`src/rtl/cdsq_pkg.sv`:
```
// ----------------------------------------------------------------------------
// cdsq_pkg
// Shared types and the byte-wide CRC-16 update for the Q-subchannel framer.
// ----------------------------------------------------------------------------
package cdsq_pkg;

	localparam logic [15:0] CRC_POLY = 16'h1021;
	localparam logic [15:0] CRC_INIT = 16'h0000;

	// Position of the word being shown within the results of one input word.
	typedef enum logic [1:0] {
		PH_ECHO,
		PH_HIGH,
		PH_LOW
	} phase_t;

	// A staged input word together with the inverted CRC of its frame.
	typedef struct packed {
		logic        valid;
		logic [7:0]  data;
		logic        frame_end;
		logic [15:0] check;
	} stage_t;

	// CRC-16, polynomial 0x1021, MSB first, one byte folded in.
	function automatic logic [15:0] crc_next(input logic [15:0] crc, input logic [7:0] data);
		logic [15:0] c;
		c = crc ^ {data, 8'h00};
		for (int k = 0; k < 8; k++) begin
			c = c[15] ? ({c[14:0], 1'b0} ^ CRC_POLY) : {c[14:0], 1'b0};
		end
		return c;
	endfunction

endpackage

```
`src/rtl/cdsq_if.sv`:
```
// ----------------------------------------------------------------------------
// cdsq_in_if / cdsq_out_if
// Valid/ready channels carrying payload words in and framed words out.
// ----------------------------------------------------------------------------
interface cdsq_in_if;
	logic       valid;
	logic       ready;
	logic [7:0] data_byte;
	logic       frame_end;

	modport source (output valid, output data_byte, output frame_end, input ready);
	modport sink   (input valid, input data_byte, input frame_end, output ready);
endinterface

interface cdsq_out_if;
	logic       valid;
	logic       ready;
	logic [7:0] out_byte;
	logic       is_check;
	logic       frame_last;

	modport source (output valid, output out_byte, output is_check, output frame_last,
		input ready);
	modport sink   (input valid, input out_byte, input is_check, input frame_last,
		output ready);
endinterface

```
`src/rtl/cdsq_emit.sv`:
```
// ----------------------------------------------------------------------------
// cdsq_emit
// Result register and serializer: shows the echoed word and, at the end of a
// frame, the two inverted CRC bytes.
// ----------------------------------------------------------------------------
module cdsq_emit
	import cdsq_pkg::*;
(
	input  logic   clk,
	input  logic   arst_n,
	input  stage_t load,
	output logic   load_ready,
	cdsq_out_if.source dout
);

	logic   valid_s1;
	stage_t word_s1;
	phase_t ph_q;
	phase_t ph_d;
	logic   last_phase;
	logic   fire;

	assign last_phase = (ph_q == PH_LOW) || (ph_q == PH_ECHO && !word_s1.frame_end);
	assign fire       = dout.valid && dout.ready;
	assign load_ready = !valid_s1 || (dout.ready && last_phase);

	always_comb begin
		ph_d = ph_q;
		unique case (ph_q)
			PH_ECHO: if (fire && word_s1.frame_end) ph_d = PH_HIGH;
			PH_HIGH: if (fire) ph_d = PH_LOW;
			PH_LOW:  if (fire) ph_d = PH_ECHO;
			default: ph_d = PH_ECHO;
		endcase
		if (load.valid && load_ready) ph_d = PH_ECHO;
	end

	always_ff @(posedge clk or negedge arst_n) begin
		if (!arst_n) begin
			valid_s1 <= 1'b0;
			ph_q     <= PH_ECHO;
		end else begin
			ph_q <= ph_d;
			if (load.valid && load_ready) begin
				valid_s1 <= 1'b1;
			end else if (fire && last_phase) begin
				valid_s1 <= 1'b0;
			end
		end
	end

	always_ff @(posedge clk) begin
		if (load.valid && load_ready) begin
			word_s1 <= load;
		end
	end

	always_comb begin
		dout.valid = valid_s1;
		unique case (ph_q)
			PH_ECHO: begin
				dout.out_byte   = word_s1.data;
				dout.is_check   = 1'b0;
				dout.frame_last = 1'b0;
			end
			PH_HIGH: begin
				dout.out_byte   = word_s1.check[15:8];
				dout.is_check   = 1'b1;
				dout.frame_last = 1'b0;
			end
			PH_LOW: begin
				dout.out_byte   = word_s1.check[7:0];
				dout.is_check   = 1'b1;
				dout.frame_last = 1'b1;
			end
			default: begin
				dout.out_byte   = word_s1.data;
				dout.is_check   = 1'b0;
				dout.frame_last = 1'b0;
			end
		endcase
	end

endmodule

```
`src/rtl/cd_subq_crc_framer.sv`:
```
// ----------------------------------------------------------------------------
// cd_subq_crc_framer
// Echoes Q-subchannel payload bytes and appends the inverted CRC-16 of each
// frame, high byte first, with the low byte flagged as the frame's last.
// ----------------------------------------------------------------------------
//  channel  dir  fields                          accepted when
//  din      in   data_byte[7:0], frame_end       din.valid && din.ready
//  dout     out  out_byte[7:0], is_check,        dout.valid && dout.ready
//                frame_last
//
// A payload word is accepted every cycle while the output side keeps up; a
// word with frame_end set occupies the result register for its echo and the
// two CRC bytes, so din waits until the frame's low CRC byte is taken.
// The CRC is updated in the accept cycle by a byte-wide XOR network.
// Reset clears the CRC to zero and empties the result register. A stalled
// output holds its word and blocks din only once the result register is full.
// ----------------------------------------------------------------------------
module cd_subq_crc_framer
	import cdsq_pkg::*;
(
	input  logic clk,
	input  logic arst_n,
	cdsq_in_if.sink    din,
	cdsq_out_if.source dout
);

	logic [15:0] crc_q;
	logic [15:0] crc_new;
	logic        load_ready;
	logic        accept;
	stage_t      load;

	assign crc_new   = crc_next(crc_q, din.data_byte);
	assign din.ready = load_ready;
	assign accept    = din.valid && load_ready;

	assign load.valid     = din.valid;
	assign load.data      = din.data_byte;
	assign load.frame_end = din.frame_end;
	assign load.check     = ~crc_new;

	// The accumulator starts over after the last byte of a frame.
	always_ff @(posedge clk or negedge arst_n) begin
		if (!arst_n) begin
			crc_q <= CRC_INIT;
		end else if (accept) begin
			crc_q <= din.frame_end ? CRC_INIT : crc_new;
		end
	end

	cdsq_emit u_emit (
		.clk        (clk),
		.arst_n     (arst_n),
		.load       (load),
		.load_ready (load_ready),
		.dout       (dout)
	);

endmodule

```
`src/flat_wrapper.sv`:
```
// flat-port wrapper written by rule: the top's interface ports become plain ports
module cd_subq_crc_framer_flat import cdsq_pkg::*;
  (clk, arst_n, din_valid, din_data_byte, din_frame_end, din_ready, dout_valid, dout_out_byte, dout_is_check, dout_frame_last, dout_ready);
  cdsq_in_if din_i ();
  cdsq_out_if dout_i ();
  input  logic clk;
  input  logic arst_n;
  input wire logic [$bits(din_i.valid)-1:0] din_valid;
  input wire logic [$bits(din_i.data_byte)-1:0] din_data_byte;
  input wire logic [$bits(din_i.frame_end)-1:0] din_frame_end;
  output wire logic [$bits(din_i.ready)-1:0] din_ready;
  output wire logic [$bits(dout_i.valid)-1:0] dout_valid;
  output wire logic [$bits(dout_i.out_byte)-1:0] dout_out_byte;
  output wire logic [$bits(dout_i.is_check)-1:0] dout_is_check;
  output wire logic [$bits(dout_i.frame_last)-1:0] dout_frame_last;
  input wire logic [$bits(dout_i.ready)-1:0] dout_ready;
  assign din_i.valid = din_valid;
  assign din_i.data_byte = din_data_byte;
  assign din_i.frame_end = din_frame_end;
  assign din_ready = din_i.ready;
  assign dout_valid = dout_i.valid;
  assign dout_out_byte = dout_i.out_byte;
  assign dout_is_check = dout_i.is_check;
  assign dout_frame_last = dout_i.frame_last;
  assign dout_i.ready = dout_ready;
  cd_subq_crc_framer u_core (.clk(clk), .arst_n(arst_n), .din(din_i), .dout(dout_i));
endmodule
```
`config.mk`:
```
export PLATFORM = sky130hd
export DESIGN_NAME = cd_subq_crc_framer_flat
export DESIGN_NICKNAME = d
export VERILOG_FILES = /design/src/rtl/cdsq_pkg.sv /design/src/rtl/cdsq_if.sv /design/src/rtl/cdsq_emit.sv /design/src/rtl/cd_subq_crc_framer.sv /design/src/flat_wrapper.sv
export SDC_FILE = /design/constraint.sdc
export NUM_CORES = 1
export LEC_CHECK = 0
export BUFFER_PORTS_ARGS = -buffer_cell sky130_fd_sc_hd__buf_4
export CORE_ASPECT_RATIO = 2
export CORE_UTILIZATION = 40
export CTS_CLUSTER_DIAMETER = 100
export DETAILED_ROUTE_END_ITERATION = 8
export PLACE_DENSITY = 0.56
export RECOVER_POWER = 50
export SLEW_MARGIN = 10
export SYNTH_ARGS = -nofsm -noshare
export SYNTH_HDL_FRONTEND = slang
export SYNTH_SLANG_ARGS = --single-unit
```
`constraint.sdc`:
```
create_clock -name clk -period 2.7 [get_ports clk]
set_clock_uncertainty 0.2 [all_clocks]
set_input_delay 0.54 -clock clk [delete_from_list [all_inputs] [get_ports clk]]
set_output_delay 0.54 -clock clk [all_outputs]
set_load 0.01 [all_outputs]
```
==> metrics, run 1 <==
Worst EP required=around 2.0 ns; worst skew pair latency=roughly 0.29 ns; pwr dens=1280 nW/um^2; worst hold path class=in2reg; P_leak=0.957 nW; DRT iter0 DRCs=26; share of the synthesized area in the top cell type=0.365; Die Height=103 um; initial antenna violation count=0; final WL=4030 um; Synth Warn #=0; final instance area=2290 sq um; reg-to-reg slack, setup=0.27 ns; CP endpoint kind=primary output; share of layout cells above drive strength 1=0.179; Mapped Nets=170; Post-synth EDFFs=25; global-route wire length before repair=6470 um; setup repair bufs after CTS=0; grt total ovfl=0; Clock Tree Buf Depth=2; TNS Setup=0 ns; port bufs=24; R2R Path End=u_core.u_emit.word_s1[15]; RSZ-0062 raised after global routing=no; TritonCTS Sinks=44; maxcap violations=0; Max Freq=387 MHz; vias per cell=about 5.2; DRC errors left=0; core footprint=4910 sq um; pre-CTS WS=roughly 0.34 ns; Hold Path End=u_core.u_emit.dout.valid; commonest cells after routing, fill and taps aside=edfxtp_1 (25), dfrtp_1 (19), buf_4 (17), inv_1 (16), xnor2_1 (15); io pins=25; number of global-route vias before repair=1318; All-Layer GR Usage=0.172; Num CTS Buffers=5; final worst path period share=0.958; full die area=5450 sq um; crit path max-delay cell type=ha_1; Initial Util=0.419; wire per inst=roughly 17 um; sequential area share after synthesis=0.596; CP Max Fanout=17; Yosys reg bits=44; WP buf/inv=2; cell family contributing the most delay on the critical path=adder cells; placed cell areas=between 2000 and 2500 sq um; Worst Hold Path Cells=3; status=complete, no violations; Area Overhead vs Synth=11.4%; vias after detailed routing=roughly 1200; max incr delay on CP=0.69 ns; largest net degree at the start of global routing=20; Netlist cell types=28; clock root cell=clkbuf_8; Worst-Margin Slew=1.11 ns; min-delay src=din_valid; Mapped Cells=around 150; worst path arrival time=approximately 1.9 ns; Fin. Hold Viols=0; # diodes=0; Max-slew headroom=0.259; Die Width=52.7 um; Yosys top cell by area=edfxtp_1; Period minus WS final=2.59 ns; Worst setup SP type=register; CTS tree=yes; top cells by area, synth=edfxtp_1 (37%), dfrtp_1 (23%), mux2_4 (5.1%); Mean Syn Cell Area=13.3 sq um; critical path type=reg2out; Slew Viols, Final=0; Pre-Repair DR Iteration Count=4; H-tree lvl count=2; post-cts resize count=0; clk slew on worst S/H paths=0.07 ns; Final Wtd Congestion=around 0.75; Post-synth ARST share=0.432; fin nets=199; final worst slack=0.113 ns; cell breakdown of the critical path=inv_1 -> ha_1 -> nor2_1 -> a21oi_1 -> buf_4; hpwl dp=between 2000 and 3000 um; cell area after synthesis=~2000 sq um; most common cell after layout, fill and taps aside=edfxtp_1; Reg2Reg Launch Point=u_core.u_emit.ph_q[0]; worst r2r path cells=7; row cnt=36; Final ANT Viol Nets=0; # setup viols final=0; VDD IR max=691 uV; main flop type after synthesis=edfxtp_1
-- logic make-up after synthesis --
kind of cell,Yosys count,share of synthesized area
AOI/OAI and AO/OA,31,0.111
xor gates and xnor gates,24,0.121
and+or+nand+nor,20,0.0456
DFF,44,0.596
buffers and inverters,24,0.0517
adders and majority gates,3,0.0183
muxes,8,0.0566
-- how the worst max path moves through the flow --
stage / depth (start not counted) / slack [ns] / start / to
after floorplan: 6 / 0.45 / u_core.u_emit.ph_q[0] / dout_out_byte[6]
after global placement: 7 / 0.43 / u_core.u_emit.ph_q[0] / u_core.u_emit.word_s1[24]
after detailed placement: 7 / 0.34 / u_core.u_emit.ph_q[0] / u_core.u_emit.word_s1[15]
after CTS: 5 / 0.11 / u_core.u_emit.ph_q[0] / dout_out_byte[2]
after global routing: 5 / 0.002 / u_core.u_emit.ph_q[0] / dout_out_byte[2]
final: 5 / 0.11 / u_core.u_emit.ph_q[0] / dout_out_byte[3]
-- worst min-delay path: stages --
cell and delay [ns]:
buf_4 0.08, inv_1 0.05, nand2_1 0.05
-- synthesized netlist by cell type, types with 3 or more instances --
library cell / instances
a22oi_1: 8
ha_1: 3
nor2_1: 14
xor2_1: 7
dfrtp_1: 19
inv_1: 16
a21oi_1: 8
xnor2_1: 12
xnor2_2: 3
edfxtp_1: 25
mux2_4: 7
a22o_1: 7
clkbuf_1: 4
-- state kept, by name, summed over array words and instances, names as in the netlist --
name / count
u_core.u_emit.ph_q: 2
u_core.crc_q: 16
u_core.u_emit.dout.valid: 1
u_core.u_emit.word_s1: 25
-- layer usage --
layer	GRT usage	wire, um
met1	0.183	1610
met2	0.310	2170
met3	0.0365	119
met4	0.0830	127
met5	0	0
-- metrics by stage --
| stage | hold slack, ns | util | total power [W] | std cells |
|---|---|---|---|---|
| after floorplan | 0.0444 | - | 0.00214 | 154 |
| after detailed placement | 0.237 | 0.467 | 0.00262 | 232 |
| final | 0.257 | 0.467 | 0.00293 | 241 |
| after CTS | 0.228 | 0.486 | 0.00303 | 241 |
| after global routing | 0.251 | 0.467 | 0.00315 | 241 |
| after global placement | 0.237 | 0.467 | 0.00259 | 232 |
-- timing repair --
item	CTS	global route
hold buffers	1	0
setup endpoints to repair	0	0
endpoints found under the hold margin	19	0
-- cell type report --
class / instances / area, sq um
Fill cell: 473 / 2620
Sequential cell: 44 / 1230
Multi-Input combinational cell: 86 / 669
Timing Repair Buffer: 29 / 179
Clock buffer: 7 / 76.3
Tap cell: 57 / 71.3
Inverter: 17 / 63.8
Clock inverter: 1 / 5.00
-- report_power, final --
group / internal (W) / switching [W]
Combinational: 0.000632 / 0.000772
Sequential: 0.00103 / 0.000111
Clock: 0.000182 / 0.000210
Power figures use the tool's default switching activity.
==> run 2, diff against run 1 <==
--- a/config.mk
+++ b/config.mk
@@ -8,10 +8,10 @@
 export BUFFER_PORTS_ARGS = -buffer_cell sky130_fd_sc_hd__buf_4
 export CORE_ASPECT_RATIO = 2
 export CORE_UTILIZATION = 40
+export CTS_BUF_LIST = sky130_fd_sc_hd__clkbuf_8
 export CTS_CLUSTER_DIAMETER = 100
 export DETAILED_ROUTE_END_ITERATION = 8
 export PLACE_DENSITY = 0.56
-export RECOVER_POWER = 50
 export SLEW_MARGIN = 10
 export SYNTH_ARGS = -nofsm -noshare
 export SYNTH_HDL_FRONTEND = slang
==> metrics, run 2 (synthesis gave the netlist of run 1 again) <==
grt total ovfl=0; Worst-Margin Slew=0.620 ns; share of layout cells above drive strength 1=0.283; Reg2Reg Launch Point=u_core.u_emit.ph_q[0]; io pins=25; P_leak=1.03 nW; Slew Viols, Final=0; Max Freq=about 390 MHz; TNS Setup=0 ns; busiest grt layer=met2; Period minus WS final=between 2 and 3 ns; H-tree lvl count=2; row cnt=36; Setup crit end=dout_out_byte[3]; GR Util met1=0.183; Placed Cells=232; clock root cell=clkbuf_8; maxcap violations=0; DRT iter0 DRCs=24; global-route wire length before repair=between 6000 and 7000 um; placed cell areas=2290 sq um; cell breakdown of the critical path=inv_1 -> ha_1 -> nor2_1 -> a21oi_1 -> buf_4; Worst EP required=between 1.5 and 2 ns; pwr dens=1250 nW/um^2; largest net degree at the start of global routing=20; Largest regs=u_core.u_emit.word_s1 x25, u_core.crc_q x16, u_core.u_emit.ph_q x2; fin nets=199; Worst setup SP type=register; Area Overhead vs Synth=16.1%; CTS tree=yes; status=complete, no violations; worst r2r path cells=7; clk slew on worst S/H paths=0.08 ns; final instance area=2390 sq um; Fillers=460; vias per cell=5.09; port bufs=24; max FFs per register=25; Clock Tree Buf Depth=2; All-Layer GR Usage=0.172; wire per inst=approximately 17 um; Tot Pwr=0.00299 W; Die Width=52.7 um; Max-slew headroom=0.587; hpwl dp=around 2800 um; Worst Hold Path Cells=1; final worst path period share=0.958; largest register by flop count=u_core.u_emit.word_s1; R2R Path End=u_core.u_emit.word_s1[15]; met3 usage=0.0365; number of global-route vias before repair=1318; Final Wtd Congestion=0.750; critical path type=reg2out; CP endpoint kind=primary output; FF/Latch Area=1230 sq um; full die area=5450 sq um; crit path launch=u_core.u_emit.ph_q[0]; area of the multi-input gates=723 sq um; hold_ws=0.235 ns; worst path arrival time=~1.9 ns; Pre-Repair DR Iteration Count=4; max incr delay on CP=around 0.69 ns; CP Max Fanout=17; reg-to-reg slack, setup=around 0.32 ns; TritonCTS Sinks=44; Final ANT Viol Nets=0; worst hold path class=in2reg; core footprint=between 4000 and 5000 sq um; # diodes=0; VDD IR max=705 uV; initial antenna violation count=0; # setup viols final=0; Die Height=103 um; worst skew pair latency=just under 0.3 ns; Finished Layout Cells=241; vias after detailed routing=1227; most common cell after layout, fill and taps aside=buf_4; setup repair bufs after CTS=0; crit path max-delay cell type=ha_1; Num CTS Buffers=5; M2 GR Usage=0.310; Initial Util=0.419; commonest cells after routing, fill and taps aside=buf_4 (28), edfxtp_1 (25), dfrtp_1 (19), inv_1 (18), nor2_1 (14); RSZ-0062 raised after global routing=no; DRC errors left=0; final WL=4040 um; Fin. Hold Viols=0
-- run 2: worst min path at each step --
stage,startpoint,slack [ns],end
5_1_grt,din_data_byte[2],0.22,u_core.u_emit.word_s1[19]
3_3_place_gp,arst_n,0.24,u_core.crc_q[0]
2_1_floorplan,arst_n,0.04,u_core.crc_q[0]
4_1_cts,din_data_byte[2],0.23,u_core.u_emit.word_s1[19]
3_5_place_dp,arst_n,0.24,u_core.crc_q[0]
6_report,din_data_byte[2],0.24,u_core.u_emit.word_s1[19]
-- run 2: per-layer routing --
metal | share of wire | vias to the layer above
li1 | - | 585
met1 | 0.40 | 607
met2 | 0.54 | 27
met3 | 0.031 | 8
met4 | 0.026 | 0
met5 | 0 | -
-- run 2: area by class of cell --
class / count / area share
Clock buffer: 5 / 0.0288
Multi-Input combinational cell: 86 / 0.303
Tap cell: 57 / 0.0299
Sequential cell: 44 / 0.514
Inverter: 17 / 0.0267
Timing Repair Buffer: 29 / 0.0923
Clock inverter: 3 / 0.00524
-- run 2: worst max-delay path: cells and delay by family (launching register included) --
family	cells	cell delay (ns)
fa+ha+maj	1	0.69
flops	1	0.36
buf+inv	2	0.23
compound gates	1	0.18
simple gates	1	0.10
-- run 2: what timing repair did --
item / 4_1_cts / 5_1_grt
hold endpoints to repair: 19 / 0
resized for setup: 0 / 0
hold buffers: 1 / 0
-- run 2: stage by stage --
| step | setup WS, ns | util |
|---|---|---|
| 6_report | 0.114 | 0.486 |
| 5_1_grt | 0.00200 | 0.486 |
| 4_1_cts | 0.107 | 0.486 |
| 3_5_place_dp | 0.345 | 0.467 |
| 3_3_place_gp | 0.426 | 0.467 |
| 2_1_floorplan | 0.452 | - |
-- run 2: where the power goes --
group | total [W] | internal (W) | leakage, nW | switching (W)
clock network | 0.000384 | 0.000174 | 0.0505 | 0.000210
logic | 0.00146 | 0.000674 | 0.505 | 0.000787
registers | 0.00114 | 0.00103 | 0.475 | 0.000116
